File: config.mk
export PLATFORM = sky130hd
export DESIGN_NAME = msp_v1_frame_deframer
export DESIGN_NICKNAME = d
export VERILOG_FILES = /design/src/mspdf_pkg.sv /design/src/mspdf_ram.sv /design/src/mspdf_parser.sv /design/src/msp_v1_frame_deframer.sv
export SDC_FILE = /design/constraint.sdc
export NUM_CORES = 2
export LEC_CHECK = 0
export BUFFER_PORTS_ARGS = -buffer_cell sky130_fd_sc_hd__buf_2
export CORE_ASPECT_RATIO = 1.4
export CORE_UTILIZATION = 50
export CTS_BUF_LIST = sky130_fd_sc_hd__clkbuf_4 sky130_fd_sc_hd__clkbuf_8
export CTS_CLUSTER_DIAMETER = 30
export DETAILED_ROUTE_END_ITERATION = 12
export GPL_ROUTABILITY_DRIVEN = 0
export PLACE_DENSITY = 0.69
export SYNTH_ARGS = -nofsm -noshare
export SYNTH_HDL_FRONTEND = slang
export SYNTH_SLANG_ARGS = --single-unit
export TNS_END_PERCENT = 50
File: constraint.sdc
create_clock -name clk -period 7.9 [get_ports clk]
set_input_delay 0.395 -clock clk [delete_from_list [all_inputs] [get_ports clk]]
set_output_delay 0.395 -clock clk [all_outputs]
set_load 0.005 [all_outputs]
File: src/mspdf_pkg.sv
package mspdf_pkg;

    // frame store geometry
    localparam int FRAME_CAPACITY = 264;
    localparam int ADDR_W = $clog2(FRAME_CAPACITY);
    localparam int POS_W = $clog2(FRAME_CAPACITY + 1);

    // frame layout
    localparam int FRAME_OVERHEAD = 6;
    localparam int LEN_POS = 3;
    localparam int CMD_POS = 4;

    // item operations
    localparam logic [1:0] OP_FEED = 2'd0;
    localparam logic [1:0] OP_READ = 2'd1;
    localparam logic [1:0] OP_CLEAR = 2'd2;

    // result status codes
    localparam logic [2:0] ST_NONE = 3'd0;
    localparam logic [2:0] ST_GOOD = 3'd1;
    localparam logic [2:0] ST_HDR = 3'd2;
    localparam logic [2:0] ST_CKSUM = 3'd3;
    localparam logic [2:0] ST_LONG = 3'd4;

    // header bytes
    localparam logic [7:0] SYNC_DOLLAR = 8'h24;
    localparam logic [7:0] SYNC_M = 8'h4D;
    localparam logic [7:0] DIR_REQ = 8'h3C;
    localparam logic [7:0] DIR_RESP = 8'h3E;

    typedef struct packed {
        logic [2:0] status;
        logic [8:0] frame_length;
        logic [7:0] command;
        logic       is_response;
    } result_t;

    typedef struct packed {
        logic              en;
        logic [ADDR_W-1:0] addr;
        logic [7:0]        data;
    } store_wr_t;

endpackage

File: src/mspdf_ram.sv
module mspdf_ram #(
    parameter int WIDTH = 8,
    parameter int DEPTH = 264,
    localparam int AW = $clog2(DEPTH)
) (
    input  logic             clk,
    input  logic             we,
    input  logic [AW-1:0]    waddr,
    input  logic [WIDTH-1:0] wdata,
    input  logic             re,
    input  logic [AW-1:0]    raddr,
    output logic [WIDTH-1:0] rdata
);

    logic [WIDTH-1:0] mem [DEPTH];
    logic [WIDTH-1:0] rdata_reg;

    // write port
    always_ff @(posedge clk)
    begin
        if (we)
        begin
            mem[waddr] <= wdata;
        end
    end

    // registered read, held until the next read
    always_ff @(posedge clk)
    begin
        if (re)
        begin
            rdata_reg <= mem[raddr];
        end
    end

    assign rdata = rdata_reg;

endmodule

File: src/mspdf_parser.sv
module mspdf_parser (
    input  logic                 clk,
    input  logic                 rst_n,
    input  logic                 feed,
    input  logic                 clear,
    input  logic [7:0]           data_byte,
    output mspdf_pkg::store_wr_t wr,
    output mspdf_pkg::result_t   res
);
    import mspdf_pkg::*;

    typedef enum logic [4:0] {
        PH_IDLE    = 5'b00001,
        PH_DOLLAR  = 5'b00010,
        PH_M       = 5'b00100,
        PH_DIR     = 5'b01000,
        PH_COLLECT = 5'b10000
    } phase_t;

    phase_t           phase_reg, phase_next;
    logic [POS_W-1:0] pos_reg, pos_next;
    logic [8:0]       total_reg, total_next;
    logic [7:0]       xor_reg, xor_next;
    logic             dir_reg, dir_next;
    logic [7:0]       cmd_reg, cmd_next;

    logic [8:0]       len_total;
    logic [POS_W-1:0] pos_inc;

    assign len_total = 9'(FRAME_OVERHEAD) + {1'b0, data_byte};
    assign pos_inc = pos_reg + POS_W'(1);

    // header walk and payload collection
    always_comb
    begin
        phase_next = phase_reg;
        pos_next = pos_reg;
        total_next = total_reg;
        xor_next = xor_reg;
        dir_next = dir_reg;
        cmd_next = cmd_reg;
        wr.en = 1'b0;
        wr.addr = '0;
        wr.data = data_byte;
        res = '0;

        if (clear)
        begin
            phase_next = PH_IDLE;
            pos_next = '0;
            total_next = '0;
            xor_next = '0;
            dir_next = 1'b0;
        end
        else if (feed)
        begin
            unique case (phase_reg)
                PH_IDLE:
                begin
                    if (data_byte == SYNC_DOLLAR)
                    begin
                        wr.en = 1'b1;
                        wr.addr = ADDR_W'(0);
                        pos_next = POS_W'(1);
                        phase_next = PH_DOLLAR;
                    end
                end
                PH_DOLLAR:
                begin
                    if (data_byte == SYNC_M)
                    begin
                        wr.en = 1'b1;
                        wr.addr = ADDR_W'(1);
                        pos_next = POS_W'(2);
                        phase_next = PH_M;
                    end
                    else
                    begin
                        phase_next = PH_IDLE;
                        res.status = ST_HDR;
                    end
                end
                PH_M:
                begin
                    if (data_byte == DIR_REQ || data_byte == DIR_RESP)
                    begin
                        wr.en = 1'b1;
                        wr.addr = ADDR_W'(2);
                        pos_next = POS_W'(3);
                        dir_next = (data_byte == DIR_RESP);
                        phase_next = PH_DIR;
                    end
                    else
                    begin
                        phase_next = PH_IDLE;
                        res.status = ST_HDR;
                    end
                end
                PH_DIR:
                begin
                    if (32'(len_total) > FRAME_CAPACITY)
                    begin
                        res.status = ST_LONG;
                        res.frame_length = len_total;
                        res.is_response = dir_reg;
                        phase_next = PH_IDLE;
                        pos_next = '0;
                        total_next = '0;
                        xor_next = '0;
                        dir_next = 1'b0;
                    end
                    else
                    begin
                        wr.en = 1'b1;
                        wr.addr = ADDR_W'(LEN_POS);
                        total_next = len_total;
                        xor_next = data_byte;
                        pos_next = POS_W'(CMD_POS);
                        phase_next = PH_COLLECT;
                    end
                end
                PH_COLLECT:
                begin
                    wr.en = 1'b1;
                    wr.addr = ADDR_W'(pos_reg);
                    pos_next = pos_inc;
                    // command byte kept aside for the completion report
                    if (32'(pos_reg) == CMD_POS)
                    begin
                        cmd_next = data_byte;
                    end
                    if (32'(pos_inc) >= 32'(total_reg))
                    begin
                        res.frame_length = total_reg;
                        res.command = cmd_reg;
                        res.is_response = dir_reg;
                        if (xor_reg == data_byte)
                        begin
                            res.status = ST_GOOD;
                            phase_next = PH_IDLE;
                            pos_next = '0;
                        end
                        else
                        begin
                            res.status = ST_CKSUM;
                            phase_next = PH_IDLE;
                            pos_next = '0;
                            total_next = '0;
                            xor_next = '0;
                            dir_next = 1'b0;
                        end
                    end
                    else
                    begin
                        xor_next = xor_reg ^ data_byte;
                    end
                end
                default:
                begin
                    phase_next = PH_IDLE;
                    pos_next = '0;
                    total_next = '0;
                    xor_next = '0;
                    dir_next = 1'b0;
                end
            endcase
        end
    end

    // parser state
    always_ff @(posedge clk or negedge rst_n)
    begin
        if (!rst_n)
        begin
            phase_reg <= PH_IDLE;
            pos_reg <= '0;
            total_reg <= '0;
            xor_reg <= '0;
            dir_reg <= 1'b0;
            cmd_reg <= '0;
        end
        else
        begin
            phase_reg <= phase_next;
            pos_reg <= pos_next;
            total_reg <= total_next;
            xor_reg <= xor_next;
            dir_reg <= dir_next;
            cmd_reg <= cmd_next;
        end
    end

endmodule

File: src/msp_v1_frame_deframer.sv
// channel  | handshake           | payload
// ---------+---------------------+---------------------------------------------------
// in       | in_valid / in_ready | op, data_byte, read_index
// out      | out_valid/out_ready | status, frame_length, command, is_response,
//          |                     | read_byte
//
// one item per cycle sustained while the output is not stalled; each result passes
// through the read stage, which loads with the frame store read port when its item
// is taken, and then through the output register.
// reset clears the parser and both pipeline stages; the frame store keeps no reset.
// a stalled output holds the read stage, and the input stalls only when both
// the read stage and the output register are full.
module msp_v1_frame_deframer (
    input  logic       clk,
    input  logic       rst_n,
    input  logic       in_valid,
    output logic       in_ready,
    input  logic [1:0] op,
    input  logic [7:0] data_byte,
    input  logic [8:0] read_index,
    output logic       out_valid,
    input  logic       out_ready,
    output logic [2:0] status,
    output logic [8:0] frame_length,
    output logic [7:0] command,
    output logic       is_response,
    output logic [7:0] read_byte
);
    import mspdf_pkg::*;

    logic      accept;
    logic      s1_move;
    store_wr_t wr;
    result_t   res;
    logic [7:0] ram_rdata;
    logic       rd_hit;

    logic    s1_valid_reg, s1_valid_next;
    result_t s1_res_reg;
    logic    s1_hit_reg;
    logic    out_valid_reg, out_valid_next;
    result_t out_res_reg;
    logic [7:0] out_byte_reg;

    // handshake
    assign s1_move = s1_valid_reg && (!out_valid_reg || out_ready);
    assign in_ready = !s1_valid_reg || s1_move;
    assign accept = in_valid && in_ready;
    assign rd_hit = (op == OP_READ) && (32'(read_index) < FRAME_CAPACITY);

    mspdf_parser u_parser (
        .clk       (clk),
        .rst_n     (rst_n),
        .feed      (accept && (op == OP_FEED)),
        .clear     (accept && (op == OP_CLEAR)),
        .data_byte (data_byte),
        .wr        (wr),
        .res       (res)
    );

    mspdf_ram #(
        .WIDTH (8),
        .DEPTH (FRAME_CAPACITY)
    ) u_store (
        .clk   (clk),
        .we    (wr.en),
        .waddr (wr.addr),
        .wdata (wr.data),
        .re    (accept && rd_hit),
        .raddr (ADDR_W'(read_index)),
        .rdata (ram_rdata)
    );

    // stage valid flags
    always_comb
    begin
        s1_valid_next = s1_valid_reg;
        if (accept)
        begin
            s1_valid_next = 1'b1;
        end
        else if (s1_move)
        begin
            s1_valid_next = 1'b0;
        end
        out_valid_next = out_valid_reg;
        if (s1_move)
        begin
            out_valid_next = 1'b1;
        end
        else if (out_ready)
        begin
            out_valid_next = 1'b0;
        end
    end

    always_ff @(posedge clk or negedge rst_n)
    begin
        if (!rst_n)
        begin
            s1_valid_reg <= 1'b0;
            out_valid_reg <= 1'b0;
        end
        else
        begin
            s1_valid_reg <= s1_valid_next;
            out_valid_reg <= out_valid_next;
        end
    end

    // read stage payload
    always_ff @(posedge clk)
    begin
        if (accept)
        begin
            s1_res_reg <= res;
            s1_hit_reg <= rd_hit;
        end
    end

    // output register payload
    always_ff @(posedge clk)
    begin
        if (s1_move)
        begin
            out_res_reg <= s1_res_reg;
            out_byte_reg <= s1_hit_reg ? ram_rdata : 8'h00;
        end
    end

    assign out_valid = out_valid_reg;
    assign status = out_res_reg.status;
    assign frame_length = out_res_reg.frame_length;
    assign command = out_res_reg.command;
    assign is_response = out_res_reg.is_response;
    assign read_byte = out_byte_reg;

endmodule
==> Word level (Yosys, flattened, before mapping) <==
Memories as Yosys holds them, arrays and structs flattened. A register that Yosys moved wholly into a read port is not among the register bits.
Cells that the tools add are included.
{ "word_totals": {"mem_count": 1, "mem_bits_rw": 2112, "input_bits": 23, "word_cells": 133, "register_bits": 93} }
{ "classes": {"n_bitwise": 5, "magnitude_cmp": 3, "add_sub_neg": 2, "muxes": 57, "n_eq_ne": 22, "reduce_logical": 25} }
{ "mem_list": {"columns": ["memory", "words", "word_bits", "rd", "rd_ports_with_merged_regs", "wr", "line", "text"], "rows": [
  ["u_store.mem", 264, 8, 1, 1, 1, "mspdf_ram.sv:15", "logic [WIDTH-1:0] mem [DEPTH];"]
]} }
{ "op_table": {"columns": ["cell", "count"], "rows": [
  ["$mux W9", 11],
  ["$mux W10", 6],
  ["$pmux W10 S5", 1],
  ["$pmux W9 S5", 1],
  ["$mux W8", 5],
  ["$pmux W9 S3", 1],
  ["$mux W5", 5],
  ["$pmux W5 S5", 1],
  ["$eq A8 B6 Y1 const B", 3],
  ["$pmux W8 S3", 1],
  ["$mux W21", 1],
  ["$pmux W9 S2", 1],
  ["$ne A3 B1 Y1 const B", 5],
  ["$mux W1", 13],
  ["$mux W12", 1],
  ["$pmux W3 S4", 1],
  ["$reduce_and A4 Y1", 3],
  ["$add A3 B8 Y9 const A", 1],
  ["$add A9 B1 Y9 const B", 1],
  ["$eq A9 B3 Y1 const B", 1],
  ["$ge A9 B9 Y1", 1],
  ["$gt A9 B9 Y1 const B", 1],
  ["$lt A9 B9 Y1 const B", 1],
  ["$eq A8 B7 Y1 const B", 1],
  ["28 further kinds", 47]
]} }

==> Longest topological paths before layout <==
{ "depth": {"depth_word": 10, "mapped_depth": 14, "ltp_nobuf": 12} }

==> Cells and area by module <==
From an unflattened synthesis, not the netlist that was laid out.
{ "unflattened": {"hier_cells": 4232, "area_unflattened_um2": 86978.4} }
{ "modules_own_cells": {"columns": ["module", "cells_per_inst", "seq_area_each_um2", "area_per_inst_um2", "instances"], "rows": [
  ["mspdf_ram", 3795, 63661.1, 82087.5, 1],
  ["mspdf_parser", 362, 1002.2, 3171.8, 1],
  ["msp_v1_frame_deframer", 75, 1581.5, 1719.1, 1]
]} }

==> Worst setup path after synthesis <==
Ideal clock, no wire load.
{ "synth_timing": {"path_kind": "register to register", "from": "reg u_parser.pos_reg[0]", "to": "reg u_parser.total_reg[4]", "path_slack_ps": 4693, "stages_incl_launch_ff": 14, "setup_ps": 79, "path_buffers": 1, "required_time_ps": 7821, "arrival_ps": 3127, "period_less_slack_ps": 3207, "cell_sequence": "dfrtp_1 -> ha_1 -> nand3_1 -> nor2_1 -> xor2_1 -> ha_1 -> o21a_1 -> o21a_1 -> a21oi_1 -> o21ai_0 -> a211oi_1 -> or2_2 -> buf_2 -> mux2i_1"} }
{ "synth_between": {"elab_chain_len": 4} }
{ "synth_lines": {"columns": ["element", "line", "text"], "rows": [
  ["start, declared", "mspdf_parser.sv:21", "logic [POS_W-1:0] pos_reg, pos_next;"],
  ["start signal, assigned", "mspdf_parser.sv:185", "pos_reg <= pos_next;"],
  ["$add A9 B1 Y9", "mspdf_parser.sv:31", "assign pos_inc = pos_reg + POS_W'(1);"],
  ["$ge A9 B9 Y1", "mspdf_parser.sv:132", "if (32'(pos_inc) >= 32'(total_reg))"],
  ["$ne A3 B1 Y1 (no line)", null, null],
  ["$reduce_and A4 Y1 (no line)", null, null],
  ["end signal, assigned", "mspdf_parser.sv:186", "total_reg <= total_next;"],
  ["end, declared", "mspdf_parser.sv:22", "logic [8:0] total_reg, total_next;"]
]} }
No other way between the ends.
A chain may end at the register's enable or synchronous reset.

==> Worst setup path in the final report <==
{ "layout_timing": {"from": "in data_byte[2]", "to": "mem u_store.mem[67][6], enable pin"} }
{ "layout_between": {"elab_chain_len": 8, "word_cells_on_any_way": 16, "classes_between": "1 x add/sub; 1 x order compare; 4 x eq/ne; 9 x mux; 1 x reduce/logical"} }
{ "layout_lines": {"columns": ["element", "line", "text"], "rows": [
  ["start, declared", "msp_v1_frame_deframer.sv:19", "input logic [7:0] data_byte,"],
  ["$add A3 B8 Y9 / $eq A8 B6 Y1 (equally long branches)", "mspdf_parser.sv:30, mspdf_parser.sv:85", null],
  ["$gt A9 B9 Y1 / $logic_or A1 B1 Y1 (equally long branches)", "mspdf_parser.sv:101, mspdf_parser.sv:85", null],
  ["$mux W10 (on tied branches)", "mspdf_parser.sv:101, mspdf_parser.sv:85", null],
  ["$pmux W10 S5 *", "mspdf_parser.sv:57", "unique case (phase_reg)"],
  ["$mux W10 *", "mspdf_parser.sv:55", "else if (feed)"],
  ["$mux W10 *", "mspdf_parser.sv:47", "if (clear)"],
  ["$mux W1", "mspdf_ram.sv:21", "if (we)"],
  ["$mux W1 (implied by the code)", "mspdf_ram.sv:23", "mem[waddr] <= wdata;"],
  ["end, declared", "mspdf_ram.sv:15", null]
]} }
Mark *: on every way between the ends. The rest lies on a longest branch, timed or not.

==> flow_metrics.env <==
export IMPL_nets=4571
export IMPL_vias=45200
export IMPL_grt_ovfl_total=0
export IMPL_synth_edff_count=2171
export IMPL_critical_path_top_delay_family="simple AND/OR/NAND/NOR gates"
export IMPL_min_delay_path_class="input port to flop"
export IMPL_ctsResizeCount=0
export IMPL_grt_pass1_wl_mm=332
export IMPL_slew_headroom_pct=1.01
export IMPL_crit_path_end_kind="flop"
export IMPL_mostFrequentLayoutCell="edfxtp_1"
export IMPL_largest_reg_flops=2112
export IMPL_crit_type="input port to flop"
export IMPL_chipWidth_um=354
export IMPL_pin_count=54
export IMPL_worst_path_stages=11
export IMPL_cts_made_buffers=347
export IMPL_syn_instance_count=4269
export IMPL_port_buffers=53
export IMPL_die_h_um=495
export IMPL_p_int_w=0.0185
export IMPL_r2r_end="u_store.mem[67][6]"
export IMPL_grt_start_max_net_pins=163
export IMPL_drive_above_1_share_pct=26.3
export IMPL_crit_slowest_cell="nor2_1"
export IMPL_fin_crit_sh_pct=56.1
export IMPL_leakage_nw=30.6
export IMPL_cts_buffer_depth=4
export IMPL_yosysWarnings=0
export IMPL_synth_top_family_by_area="multiplexers"
export IMPL_synth_compound_area_share_pct=2.99
export IMPL_sequentialPowerShare_pct=54.2
export IMPL_crit_path_start_kind="input port"
export IMPL_insertion_delay_ps=1070
export IMPL_ys_ff_latch=2213
export IMPL_yosysSeqAreaShare_pct=76.3
export IMPL_synthXorXnorAreaFrac_pct=0.212
export IMPL_drt_wl_total_mm=234
export IMPL_p_clk_share_pct=40.3
export IMPL_cp_max_fo=69
export IMPL_antenna_found_initial=4
export IMPL_min_period_ps=4430
export IMPL_finalSetupViolCount=0
export IMPL_cp_required_ps=8560
export IMPL_regArea_sq_um=66200
export IMPL_synth_simple_gate_area_share_pct=3.59
export IMPL_ir_drop_uv=199
export IMPL_synth_main_ff_cell="edfxtp_1"
export IMPL_first_global_vias=45900
export IMPL_clock_skew_ps=50.3
export IMPL_clkTransAtPathRegs_ps=60
export IMPL_track_usage_pct=26.9
export IMPL_final_hold_violation_count=0
export IMPL_firstDrtPassIters=8
export IMPL_cp_cell_sequence="dlygate4sd3_1 > clkbuf_8 > inv_1 > ha_1 > o2111ai_1 > nand2b_1 > a31o_2 > nor2_1 > nand2_1 > buf_4 > nor2_1"
export IMPL_syn_to_final_growth_pct=11.4
export IMPL_fp_dieArea_sq_um=175000
export IMPL_rr_worst_depth=9
export IMPL_max_clock_freq_mhz=226
export IMPL_avgSynthCellArea_sq_um=20.3
export IMPL_final_cell_mix="2171 x edfxtp_1, 515 x mux4_2, 366 x clkbuf_8"
export IMPL_worst_ep_arrival_time_ps=5090
export IMPL_synth_net_count=4304
export IMPL_dp_hpwl_mm=143
export IMPL_switching_share_pct=22.5
export IMPL_r2r_start="u_parser.phase_reg[3]"
export IMPL_r2r_slack_ps=3470
export IMPL_crit_top_cell="nor2_1"
export IMPL_finalMaxSlewViolations=0
export IMPL_start_util_pct=50.5
export IMPL_clkSinkCount=2213
export IMPL_tns_ps=0
export IMPL_outcome="complete, but fails checks"
export IMPL_power_density_nw_per_um2=247
export IMPL_startpoint="data_byte[2]"
export IMPL_maxCapViolations=1
export IMPL_worst_pin_slew_ps=1480
export IMPL_rsz0062_at_grt="no"
export IMPL_vias_per_cell=6.39
export IMPL_ant_nets=0
export IMPL_htreeDepth=5
export IMPL_core_sq_um=172000
export IMPL_cts_tree="built"
export IMPL_row_count=180
export IMPL_async_flop_share_pct=1.90
export IMPL_drt_first_iter_violations=5645
export IMPL_power_switching_w=0.00537
export IMPL_wl_per_cell_um=33.2
export IMPL_slowest_delay_ps=730
export IMPL_crit_path_end="u_store.mem[67][6]"
export IMPL_drc=0
export IMPL_synthMuxAreaShare_pct=15.3
export IMPL_root_buffer="clkbuf_8"
export IMPL_ys_types=79
export IMPL_n_fill_cell=12700
export IMPL_multi_input_area_sq_um=19300
export IMPL_combPwrFrac_pct=5.5
export IMPL_synth_area_sq_um=86800
export IMPL_power_w=0.0239
export IMPL_synth_fa_ha_area_share_pct=0.173
export IMPL_violations="capacitance limit"
export IMPL_path_buf_inv=4
==> routing by layer <==
metal	track usage, %	vias to the layer above	share of wire (%)
met3	5.45	585	8.9
met5	0	-	0
met2	44.5	2769	50
met1	33.6	23600	35
li1	-	18200	-
met4	14.1	0	5.7
==> power groups by stage <==
stage                     registers (W)  logic, W  clock network (W)
after global placement           0.0132   0.00127                  0
after CTS                        0.0129   0.00129            0.00970
after floorplan                  0.0132  0.000682                  0
after global routing             0.0129   0.00135             0.0102
final                            0.0129   0.00130            0.00963
after detailed placement         0.0132   0.00128                  0
==> worst register-to-register path, stage by stage (launching register included) <==
cell and delay, ps:
dfrtp_1 450, nor3_1 370, nand3b_1 370, o31ai_1 250, nand2_1 200, a31o_2 280, nor2_1 280, nand2_1 600
buf_4 510, nor2_1 740
==> cell usage after synthesis (5+ instances only) <==
| cell type | count | area (sq um) |
|---|---|---|
| edfxtp_1 | 2171 | 65200 |
| mux4_2 | 515 | 11600 |
| nor2_1 | 314 | 1180 |
| nand2_1 | 160 | 601 |
| mux2i_1 | 141 | 1410 |
| clkbuf_1 | 124 | 465 |
| a21oi_1 | 71 | 355 |
| o21ai_0 | 66 | 330 |
| buf_2 | 60 | 300 |
| a22oi_1 | 57 | 428 |
| nand3_1 | 54 | 270 |
| dfrtp_1 | 41 | 1030 |
| buf_4 | 39 | 293 |
| and2_1 | 27 | 169 |
| nor3_1 | 27 | 135 |
| buf_1 | 24 | 90.1 |
| mux2_2 | 23 | 259 |
| o221ai_1 | 23 | 201 |
| o22ai_1 | 22 | 138 |
| inv_1 | 20 | 75.1 |
| a22o_1 | 18 | 158 |
| o31ai_1 | 16 | 120 |
| a31oi_1 | 15 | 93.8 |
| a221oi_1 | 14 | 123 |
| nor3b_1 | 14 | 105 |
| a21o_1 | 13 | 97.6 |
| xor2_1 | 13 | 114 |
| and3_1 | 12 | 75.1 |
| ha_1 | 12 | 150 |
| nand2b_1 | 12 | 75.1 |
| nor2b_1 | 12 | 75.1 |
| nand4_1 | 11 | 68.8 |
| nor4_1 | 11 | 68.8 |
| o211ai_1 | 10 | 75.1 |
| nor2_2 | 8 | 50.1 |
| xnor2_1 | 8 | 70.1 |
| a211oi_1 | 7 | 52.6 |
| o2111ai_1 | 6 | 52.6 |
| nand3b_1 | 5 | 37.5 |
| o21a_1 | 5 | 37.5 |
==> logic make-up after synthesis <==
family                   Yosys count
adder cells (fa/ha/maj)           12
multiplexers                     679
AND/OR/NAND/NOR                  690
buffers and inverters            273
XOR/XNOR                          21
AO/OA/AOI/OAI                    381
flip-flops                      2213
==> metrics by stage <==
stage	setup slack [ps]	instances	hold WS (ps)	cell area (sq um)	util, %
2_1_floorplan	4690	4269	99.4	86800	-
3_3_place_gp	3030	6445	404	89700	52.1
3_5_place_dp	3020	6445	405	89700	52.1
4_1_cts	3530	7063	0.0479	96700	56.2
5_1_grt	3230	7066	49.0	96700	56.2
6_report	3470	7068	46.2	96700	56.2
==> worst min path at each step <==
stage	end	cells past startpoint	start	slack, ps
after floorplan	out_valid	0	rst_n	100
after global placement	frame_length[6]	0	s1_res_reg[15]	400
after detailed placement	command[2]	0	s1_res_reg[3]	410
after CTS	u_store.mem[6][4]	1	data_byte[4]	0.05
after global routing	u_store.mem[3][4]	1	data_byte[4]	50
final	u_store.mem[3][4]	1	data_byte[4]	50
==> area by class of cell <==
cell class / instances / share of cell area (%)
Clock buffer: 432 / 5.67
Antenna cell: 5 / 0.0129
Tap cell: 2275 / 2.94
Inverter: 23 / 0.0931
Clock inverter: 169 / 1.37
Sequential cell: 2213 / 68.5
Timing Repair Buffer: 168 / 1.42
Multi-Input combinational cell: 1783 / 20.0
==> repair_timing <==
action / in CTS / in global routing
endpoints found under the setup margin: 0 / 0
buffers inserted: 0 / 0
hold buffers: 17 / 0
hold endpoints to repair: 382 / 0
(Power assumes the default switching activity.)
